--- config.mk ---
export PLATFORM = sky130hd
export DESIGN_NAME = k_way_sorted_merge_top
export DESIGN_NICKNAME = d
export VERILOG_FILES = /design/src/kwm_pkg.sv /design/src/k_way_sorted_merge_top.sv /design/src/kwm_ctrl.sv /design/src/kwm_dpath.sv
export SDC_FILE = /design/constraint.sdc
export NUM_CORES = 2
export LEC_CHECK = 0
export ABC_AREA = 0
export BUFFER_PORTS_ARGS = -buffer_cell sky130_fd_sc_hd__buf_2
export CAP_MARGIN = 20
export CORE_ASPECT_RATIO = 2
export CORE_MARGIN = 2
export CORE_UTILIZATION = 40
export DETAILED_ROUTE_END_ITERATION = 12
export PLACE_DENSITY = 0.65
export SLEW_MARGIN = 20
export SYNTH_ARGS = -nofsm -noshare
export SYNTH_HDL_FRONTEND = slang
export SYNTH_HIERARCHICAL = 1
export SYNTH_SLANG_ARGS = --single-unit
--- constraint.sdc ---
create_clock -name aclk -period 7.04 [get_ports aclk]
set_input_delay 0.352 -clock aclk [delete_from_list [all_inputs] [get_ports aclk]]
set_output_delay 0.352 -clock aclk [all_outputs]
set_load 0.005 [all_outputs]
--- src/kwm_pkg.sv ---
// Shared types and state encoding for the k-way sorted merge block.
package kwm_pkg;

    // One input item: a value tagged with its list, plus the end-of-set mark
    typedef struct packed {
        logic [1:0]         list_number;
        logic signed [31:0] value;
        logic               final_item;
    } in_item_t;

    // One result item of the merged sequence
    typedef struct packed {
        logic signed [31:0] merged_value;
        logic [1:0]         source_list;
        logic               last_result;
        logic               overflow_seen;
    } out_item_t;

    // Controller states
    typedef enum logic [1:0] {
        ST_IDLE,
        ST_START,
        ST_SCAN,
        ST_PUSH
    } state_t;

    // Commands from the controller to the datapath
    typedef struct packed {
        logic load;
        logic scan_clear;
        logic scan_run;
        logic push;
        logic clear_set;
    } dp_cmd_t;

    // Status from the datapath to the controller
    typedef struct packed {
        logic set_empty;
        logic scan_last;
        logic out_free;
        logic last_pending;
    } dp_stat_t;

endpackage

--- src/k_way_sorted_merge_top.sv ---
// Load phase: one item per cycle; a final item starts the merge, no items taken meanwhile.
// Results follow the final item, one per head scan; the head scan reads one list head per
// cycle from the single-port list memory.
// Results wait in an output register; the next scan runs meanwhile, its push waits for it.
// Synchronous active-low reset clears fill counts, heads, drop flag and the controller;
// list memory contents are not cleared and are only used below the fill counts.
module k_way_sorted_merge_top
    import kwm_pkg::*;
#(
    parameter int LISTS = 4,
    parameter int DEPTH = 16
) (
    input  logic      aclk,
    input  logic      aresetn,
    input  logic      s_valid,
    output logic      s_ready,
    input  in_item_t  s_data,
    output logic      m_valid,
    input  logic      m_ready,
    output out_item_t m_data
);

    dp_cmd_t  cmd;
    dp_stat_t stat;

    // Sequencing
    kwm_ctrl u_ctrl (
        .aclk     (aclk),
        .aresetn  (aresetn),
        .in_valid (s_valid),
        .in_final (s_data.final_item),
        .in_ready (s_ready),
        .stat     (stat),
        .cmd      (cmd)
    );

    // Storage and compare
    kwm_dpath #(
        .LISTS (LISTS),
        .DEPTH (DEPTH)
    ) u_dpath (
        .aclk      (aclk),
        .aresetn   (aresetn),
        .cmd       (cmd),
        .stat      (stat),
        .in_item   (s_data),
        .out_valid (m_valid),
        .out_ready (m_ready),
        .out_item  (m_data)
    );

endmodule

--- src/kwm_ctrl.sv ---
// Controller state machine: load phase, merge scan sequencing and result hand-off.
module kwm_ctrl
    import kwm_pkg::*;
(
    input  logic     aclk,
    input  logic     aresetn,
    input  logic     in_valid,
    input  logic     in_final,
    output logic     in_ready,
    input  dp_stat_t stat,
    output dp_cmd_t  cmd
);

    state_t state_reg;
    state_t state_next;

    // State register
    always_ff @(posedge aclk) begin
        if (!aresetn) begin
            state_reg <= ST_IDLE;
        end else begin
            state_reg <= state_next;
        end
    end

    // Next state and commands
    always_comb begin
        state_next = state_reg;
        cmd        = '0;
        in_ready   = 1'b0;
        case (state_reg)
            ST_IDLE: begin
                in_ready = 1'b1;
                if (in_valid) begin
                    cmd.load = 1'b1;
                    if (in_final) begin
                        state_next = ST_START;
                    end
                end
            end
            ST_START: begin
                // an empty set gives no results
                if (stat.set_empty) begin
                    cmd.clear_set = 1'b1;
                    state_next    = ST_IDLE;
                end else begin
                    cmd.scan_clear = 1'b1;
                    state_next     = ST_SCAN;
                end
            end
            ST_SCAN: begin
                cmd.scan_run = 1'b1;
                if (stat.scan_last) begin
                    state_next = ST_PUSH;
                end
            end
            ST_PUSH: begin
                if (stat.out_free) begin
                    cmd.push = 1'b1;
                    if (stat.last_pending) begin
                        cmd.clear_set = 1'b1;
                        state_next    = ST_IDLE;
                    end else begin
                        cmd.scan_clear = 1'b1;
                        state_next     = ST_SCAN;
                    end
                end
            end
            default: begin
                state_next = ST_IDLE;
            end
        endcase
    end

endmodule

--- src/kwm_dpath.sv ---
// Datapath: list memory, fill and head counters, head scan compare and output register.
module kwm_dpath
    import kwm_pkg::*;
#(
    parameter int LISTS = 4,
    parameter int DEPTH = 16
) (
    input  logic      aclk,
    input  logic      aresetn,
    input  dp_cmd_t   cmd,
    output dp_stat_t  stat,
    input  in_item_t  in_item,
    output logic      out_valid,
    input  logic      out_ready,
    output out_item_t out_item
);

    localparam int LW = $clog2(LISTS);
    localparam int IW = (DEPTH > 1) ? $clog2(DEPTH) : 1;
    localparam int FW = $clog2(DEPTH + 1);
    localparam int TW = $clog2(LISTS * DEPTH + 1);
    localparam int SW = $clog2(LISTS + 1);
    localparam int MD = LISTS * (2 ** IW);

    localparam logic [FW-1:0] DEPTH_F = FW'(DEPTH);
    localparam logic [SW-1:0] LISTS_S = SW'(LISTS);
    localparam logic [3:0]    LISTS_4 = 4'(LISTS);

    // list storage, one slot of 2**IW entries per list
    logic signed [31:0] mem [MD];

    logic [FW-1:0] fill_reg [LISTS];
    logic [FW-1:0] head_reg [LISTS];
    logic [TW-1:0] total_reg;
    logic          dropped_reg;

    logic [SW-1:0] step_cnt_reg;
    logic          rd_issue_reg;
    logic          rd_cand_reg;
    logic [LW-1:0] rd_list_reg;
    logic signed [31:0] rd_data_reg;

    logic          best_found_reg;
    logic [LW-1:0] best_list_reg;
    logic signed [31:0] best_val_reg;

    logic      out_valid_reg;
    out_item_t out_reg;

    // Load side decode
    logic [3:0]       ln_ext;
    logic [LW-1:0]    ld_list;
    logic             ld_in_range;
    logic             ld_store;
    logic [LW+IW-1:0] wr_addr;

    assign ln_ext      = {2'b00, in_item.list_number};
    assign ld_list     = ln_ext[LW-1:0];
    assign ld_in_range = ln_ext < LISTS_4;
    assign ld_store    = cmd.load && ld_in_range && (fill_reg[ld_list] < DEPTH_F);
    assign wr_addr     = {ld_list, fill_reg[ld_list][IW-1:0]};

    // Scan side: read the head of one list per cycle
    logic [LW-1:0]    scan_list;
    logic             scan_issue;
    logic [LW+IW-1:0] rd_addr;
    logic             take;
    logic [3:0]       best_ext;

    assign scan_list  = step_cnt_reg[LW-1:0];
    assign scan_issue = cmd.scan_run && (step_cnt_reg < LISTS_S);
    assign rd_addr    = {scan_list, head_reg[scan_list][IW-1:0]};
    assign take       = rd_issue_reg && rd_cand_reg &&
                        (!best_found_reg || (rd_data_reg < best_val_reg));
    assign best_ext   = 4'(best_list_reg);

    // Memory write and registered read
    always_ff @(posedge aclk) begin
        if (ld_store) begin
            mem[wr_addr] <= in_item.value;
        end
        if (scan_issue) begin
            rd_data_reg <= mem[rd_addr];
        end
    end

    // Payload registers: best candidate value and result item
    always_ff @(posedge aclk) begin
        if (take) begin
            best_val_reg <= rd_data_reg;
        end
        if (cmd.push) begin
            out_reg.merged_value  <= best_val_reg;
            out_reg.source_list   <= best_ext[1:0];
            out_reg.last_result   <= (total_reg == TW'(1));
            out_reg.overflow_seen <= dropped_reg;
        end
    end

    // Control registers
    always_ff @(posedge aclk) begin
        if (!aresetn) begin
            for (int i = 0; i < LISTS; i++) begin
                fill_reg[i] <= '0;
                head_reg[i] <= '0;
            end
            total_reg      <= '0;
            dropped_reg    <= 1'b0;
            step_cnt_reg   <= '0;
            rd_issue_reg   <= 1'b0;
            rd_cand_reg    <= 1'b0;
            rd_list_reg    <= '0;
            best_found_reg <= 1'b0;
            best_list_reg  <= '0;
            out_valid_reg  <= 1'b0;
        end else begin
            // loading
            if (cmd.load && ld_in_range) begin
                if (ld_store) begin
                    fill_reg[ld_list] <= fill_reg[ld_list] + FW'(1);
                    total_reg         <= total_reg + TW'(1);
                end else begin
                    dropped_reg <= 1'b1;
                end
            end

            // scan sequencing
            rd_issue_reg <= scan_issue;
            if (scan_issue) begin
                rd_cand_reg  <= head_reg[scan_list] < fill_reg[scan_list];
                rd_list_reg  <= scan_list;
                step_cnt_reg <= step_cnt_reg + SW'(1);
            end
            if (take) begin
                best_found_reg <= 1'b1;
                best_list_reg  <= rd_list_reg;
            end
            if (cmd.scan_clear) begin
                step_cnt_reg   <= '0;
                best_found_reg <= 1'b0;
            end

            // result hand-off
            if (out_valid_reg && out_ready) begin
                out_valid_reg <= 1'b0;
            end
            if (cmd.push) begin
                out_valid_reg           <= 1'b1;
                head_reg[best_list_reg] <= head_reg[best_list_reg] + FW'(1);
                total_reg               <= total_reg - TW'(1);
            end

            // end of set: start afresh
            if (cmd.clear_set) begin
                for (int i = 0; i < LISTS; i++) begin
                    fill_reg[i] <= '0;
                    head_reg[i] <= '0;
                end
                total_reg   <= '0;
                dropped_reg <= 1'b0;
            end
        end
    end

    // Status to the controller
    assign stat.set_empty    = (total_reg == '0);
    assign stat.scan_last    = (step_cnt_reg == LISTS_S);
    assign stat.out_free     = !out_valid_reg || out_ready;
    assign stat.last_pending = (total_reg == TW'(1));

    assign out_valid = out_valid_reg;
    assign out_item  = out_reg;

endmodule

==> impl_metrics.prom <==
# TYPE chip_impl_metric gauge
chip_impl_info{name="outcome",value="completed"} 1
chip_impl_info{name="hold_class",value="in -> reg"} 1
chip_impl_metric{name="critical_path_required",unit="ns"} 7.57
chip_impl_metric{name="slew-limit-headroom",unit="%"} 15.9
chip_impl_metric{name="critPathMaxFanout",unit=""} 153
chip_impl_metric{name="final_area",unit="um^2"} 98100
chip_impl_metric{name="placement.cell_area",unit="um^2"} 92300
chip_impl_metric{name="leakage_power_total",unit="nW"} 30.7
chip_impl_metric{name="synth_seq_cells",unit=""} 2213
chip_impl_metric{name="syn-num-nets",unit=""} 5385
chip_impl_info{name="yosysMostFrequentCell",value="edfxtp_1"} 1
chip_impl_metric{name="cts.repair_timing.setup_buffer_count",unit=""} 0
chip_impl_info{name="largest_register",value="u_dpath/mem"} 1
chip_impl_metric{name="first_global_vias",unit=""} 48400
chip_impl_metric{name="clk_latency",unit="ns"} 0.84
chip_impl_metric{name="pin_count",unit=""} 77
chip_impl_info{name="synthTopCellsByCount",value="edfxtp_1, a211oi_1, mux2i_1, nand2_1, nor2b_1"} 1
chip_impl_metric{name="route.detailed.drc",unit=""} 0
chip_impl_metric{name="largest_register_ffs",unit=""} 2048
chip_impl_metric{name="grt_max_degree",unit=""} 154
chip_impl_info{name="path_class",value="reg -> reg"} 1
chip_impl_metric{name="worst_slew_pin_slew",unit="ns"} 1.25
chip_impl_metric{name="number_of_nets_with_antenna_violations_after_detailed_routing",unit=""} 0
chip_impl_metric{name="final_cell_count_no_fill",unit=""} 8346
chip_impl_metric{name="floorplan.die.height",unit="um"} 667
chip_impl_metric{name="placement.io_buffers",unit=""} 76
chip_impl_metric{name="layout.core_utilization",unit="%"} 44.8
chip_impl_info{name="cp-end-kind",value="flop"} 1
chip_impl_info{name="postSynth.topFlopCell",value="edfxtp_1"} 1
chip_impl_metric{name="worst-r2r-cell-count",unit=""} 7
chip_impl_metric{name="power.ir.vdd_worst",unit="mV"} 0.189
chip_impl_metric{name="detailedRoute.firstPassIterationCount",unit=""} 7
chip_impl_metric{name="post-route-period-util",unit="%"} 71.8
chip_impl_metric{name="final-hold-violation-count",unit=""} 0
chip_impl_info{name="cts_tree",value="built"} 1
chip_impl_info{name="biggest_area_contributors_in_the_synthesized_netlist",value="edfxtp_1, mux2i_1, a211oi_1, nor2b_1, mux4_2"} 1
chip_impl_metric{name="antenna_found_initial",unit=""} 13
chip_impl_metric{name="cap_viol_max_count",unit=""} 0
chip_impl_metric{name="die_w",unit="um"} 336
chip_impl_metric{name="cts_buffers",unit=""} 180
chip_impl_metric{name="hold-path-cell-count",unit=""} 4
chip_impl_metric{name="gr-total-overflow",unit=""} 0
chip_impl_metric{name="totalNegativeSetupSlack",unit="ns"} 0
chip_impl_metric{name="register_to_register_setup_slack",unit="ns"} 1.99
chip_impl_metric{name="final-setup-viol-count",unit=""} 0
chip_impl_metric{name="synth-async-reset-ratio",unit="%"} 0
chip_impl_metric{name="power-per-cell-area",unit="nW/um^2"} 275
chip_impl_info{name="critPathLaunchType",value="flop"} 1
chip_impl_metric{name="report.final.slew_viol_count",unit=""} 0
chip_impl_metric{name="fin_skew",unit="ns"} 0.0679
chip_impl_info{name="post-synth-top-area-cell",value="edfxtp_1"} 1
chip_impl_metric{name="synth_cell_types",unit=""} 66
chip_impl_metric{name="cts_htree_levels",unit=""} 4
chip_impl_metric{name="worst_setup_hold_path_clk_slew",unit="ns"} 0.07
chip_impl_metric{name="num_rows",unit=""} 243
chip_impl_metric{name="synthToLayoutAreaGrowth",unit="%"} 11.5
chip_impl_metric{name="p_total",unit="mW"} 27.0
chip_impl_info{name="hold_end",value="u_dpath/dropped_reg$_SDFFE_PP0P_"} 1
chip_impl_metric{name="synth-seq-area-share",unit="%"} 75.2
chip_impl_metric{name="holdBufCountCts",unit=""} 5
chip_impl_metric{name="syn_avg_cell_area",unit="um^2"} 16.6
chip_impl_metric{name="synthesis.instances",unit=""} 5303
chip_impl_metric{name="grt_first_pass_wirelength",unit="mm"} 345
chip_impl_info{name="clk_root_buf",value="clkbuf_16"} 1
chip_impl_metric{name="cp.arrival",unit="ns"} 5.58
chip_impl_metric{name="drt-wirelength-per-cell",unit="um"} 29.1
chip_impl_metric{name="cts-resized-gates",unit=""} 0
chip_impl_metric{name="maximum_operating_frequency",unit="MHz"} 198
chip_impl_metric{name="cts_num_sinks",unit=""} 2213
chip_impl_metric{name="dp.cells",unit=""} 8025
chip_impl_metric{name="drt_iter0_drc",unit=""} 4995
chip_impl_metric{name="synth-edff-count",unit=""} 2188
chip_impl_metric{name="final_net_count",unit=""} 5477
chip_impl_metric{name="place_congestion",unit=""} 0.863
chip_impl_metric{name="yosys.area.top_type_share",unit="%"} 74.7
chip_impl_metric{name="die_area",unit="um^2"} 224000
chip_impl_metric{name="yosysWarningCount",unit=""} 6
chip_impl_metric{name="detailroute.via_count",unit=""} 48800
chip_impl_info{name="hold_path.startpoint",value="s_valid"} 1
chip_impl_metric{name="final_layout_size_suffix_gt1_share",unit="%"} 13.6
chip_impl_metric{name="gr-usage-all-layers",unit="%"} 21.4
chip_impl_info{name="grt_setup_unrepaired",value="false"} 1
chip_impl_info{name="rr_endpoint",value="u_dpath/rd_data_reg[3]$_DFFE_PP_"} 1
chip_impl_metric{name="dpl.hpwl",unit="mm"} 150
chip_impl_metric{name="initial_utilization",unit="%"} 40.2
chip_impl_metric{name="cts_max_path_buffers",unit=""} 4
chip_impl_metric{name="via_per_inst",unit=""} 5.84
chip_impl_metric{name="drt-total-wl",unit="mm"} 243
chip_impl_metric{name="period_needed",unit="ns"} 5.05
chip_impl_metric{name="synthesized_area",unit="um^2"} 88000
chip_impl_metric{name="core_area",unit="um^2"} 219000
metal layers:
| layer | up-vias | track usage (%) | wire length [um] |
|---|---|---|---|
| met2 | 2043 | 38.8 | 128000 |
| met4 | 12 | 13.8 | 17500 |
| met3 | 590 | 2.90 | 15000 |
| met5 | - | 0 | 77 |
| met1 | 25000 | 23.2 | 81900 |
| li1 | 21100 | - | - |
power by group:
part	internal (mW)	switching (mW)
Combinational	0.654	1.61
Sequential	14.6	0.0521
Clock	5.53	4.54
per-stage QoR:
stage	setup slack [ns]	hold slack [ns]
after floorplan	3.05	0.409
after global placement	0.828	0.418
after detailed placement	2.01	0.424
after CTS	1.99	0.0374
after global routing	1.91	0.0871
final	1.99	0.0799
worst max path at each step:
stage | to | start | cells after the start | slack (ns)
finish | u_dpath/rd_data_reg[3]$_DFFE_PP_ | flop | 7 | 1.99
global route | u_dpath/rd_data_reg[3]$_DFFE_PP_ | flop | 7 | 1.91
CTS | u_dpath/rd_data_reg[3]$_DFFE_PP_ | flop | 7 | 1.99
detailed placement | u_dpath/rd_data_reg[3]$_DFFE_PP_ | flop | 7 | 2.01
global placement | u_dpath/rd_data_reg[18]$_DFFE_PP_ | flop | 7 | 0.83
floorplan | u_dpath/best_val_reg[0]$_DFFE_PP_ | u_dpath/rd_data_reg[31]$_DFFE_PP_ | 6 | 3.05
layout make-up:
| class | instances | area, um^2 |
|---|---|---|
| Antenna cell | 4 | 10.0 |
| Clock buffer | 213 | 4690 |
| Clock inverter | 99 | 1020 |
| Fill cell | 18600 | 121000 |
| Inverter | 47 | 189 |
| Multi-Input combinational cell | 2689 | 20500 |
| Sequential cell | 2213 | 66200 |
| Tap cell | 2817 | 3520 |
| Timing Repair Buffer | 264 | 1950 |
cells in the final DEF (no fill, tap or decap), drive strengths merged, types with 49 or more instances in the layout:
| cell | n |
|---|---|
| a311oi | 76 |
| a221oi | 66 |
| a211oi | 407 |
| mux2i | 394 |
| mux2 | 57 |
| nor2 | 130 |
| buf | 259 |
| nand2 | 394 |
| edfxtp | 2188 |
| clkinv | 67 |
| mux4 | 82 |
| nor2b | 371 |
| o21ai | 177 |
| a21oi | 168 |
| inv | 49 |
| clkbuf | 213 |
kinds of logic (layout without fill, tap and decap cells):
group,after synthesis,in the layout,share of synthesized area [%]
AO/OA/AOI/OAI,1120,1120,8.95
flip-flops,2213,2213,75.2
adder cells (fa/ha/maj),43,43,0.611
buffers and inverters,401,623,2.27
multiplexers,533,533,7.31
XOR/XNOR,13,13,0.129
AND/OR/NAND/NOR,980,980,5.51
other,0,4,0
critical path, cell delays in order (launching register included):
cell	delay [ns]
dfxtp_1	0.82
mux4_4	1.23
buf_12	0.59
and2b_1	0.27
a211oi_1	0.38
a311oi_1	0.09
o41ai_1	0.98
o211ai_1	0.15
(Power assumes the default switching activity.)
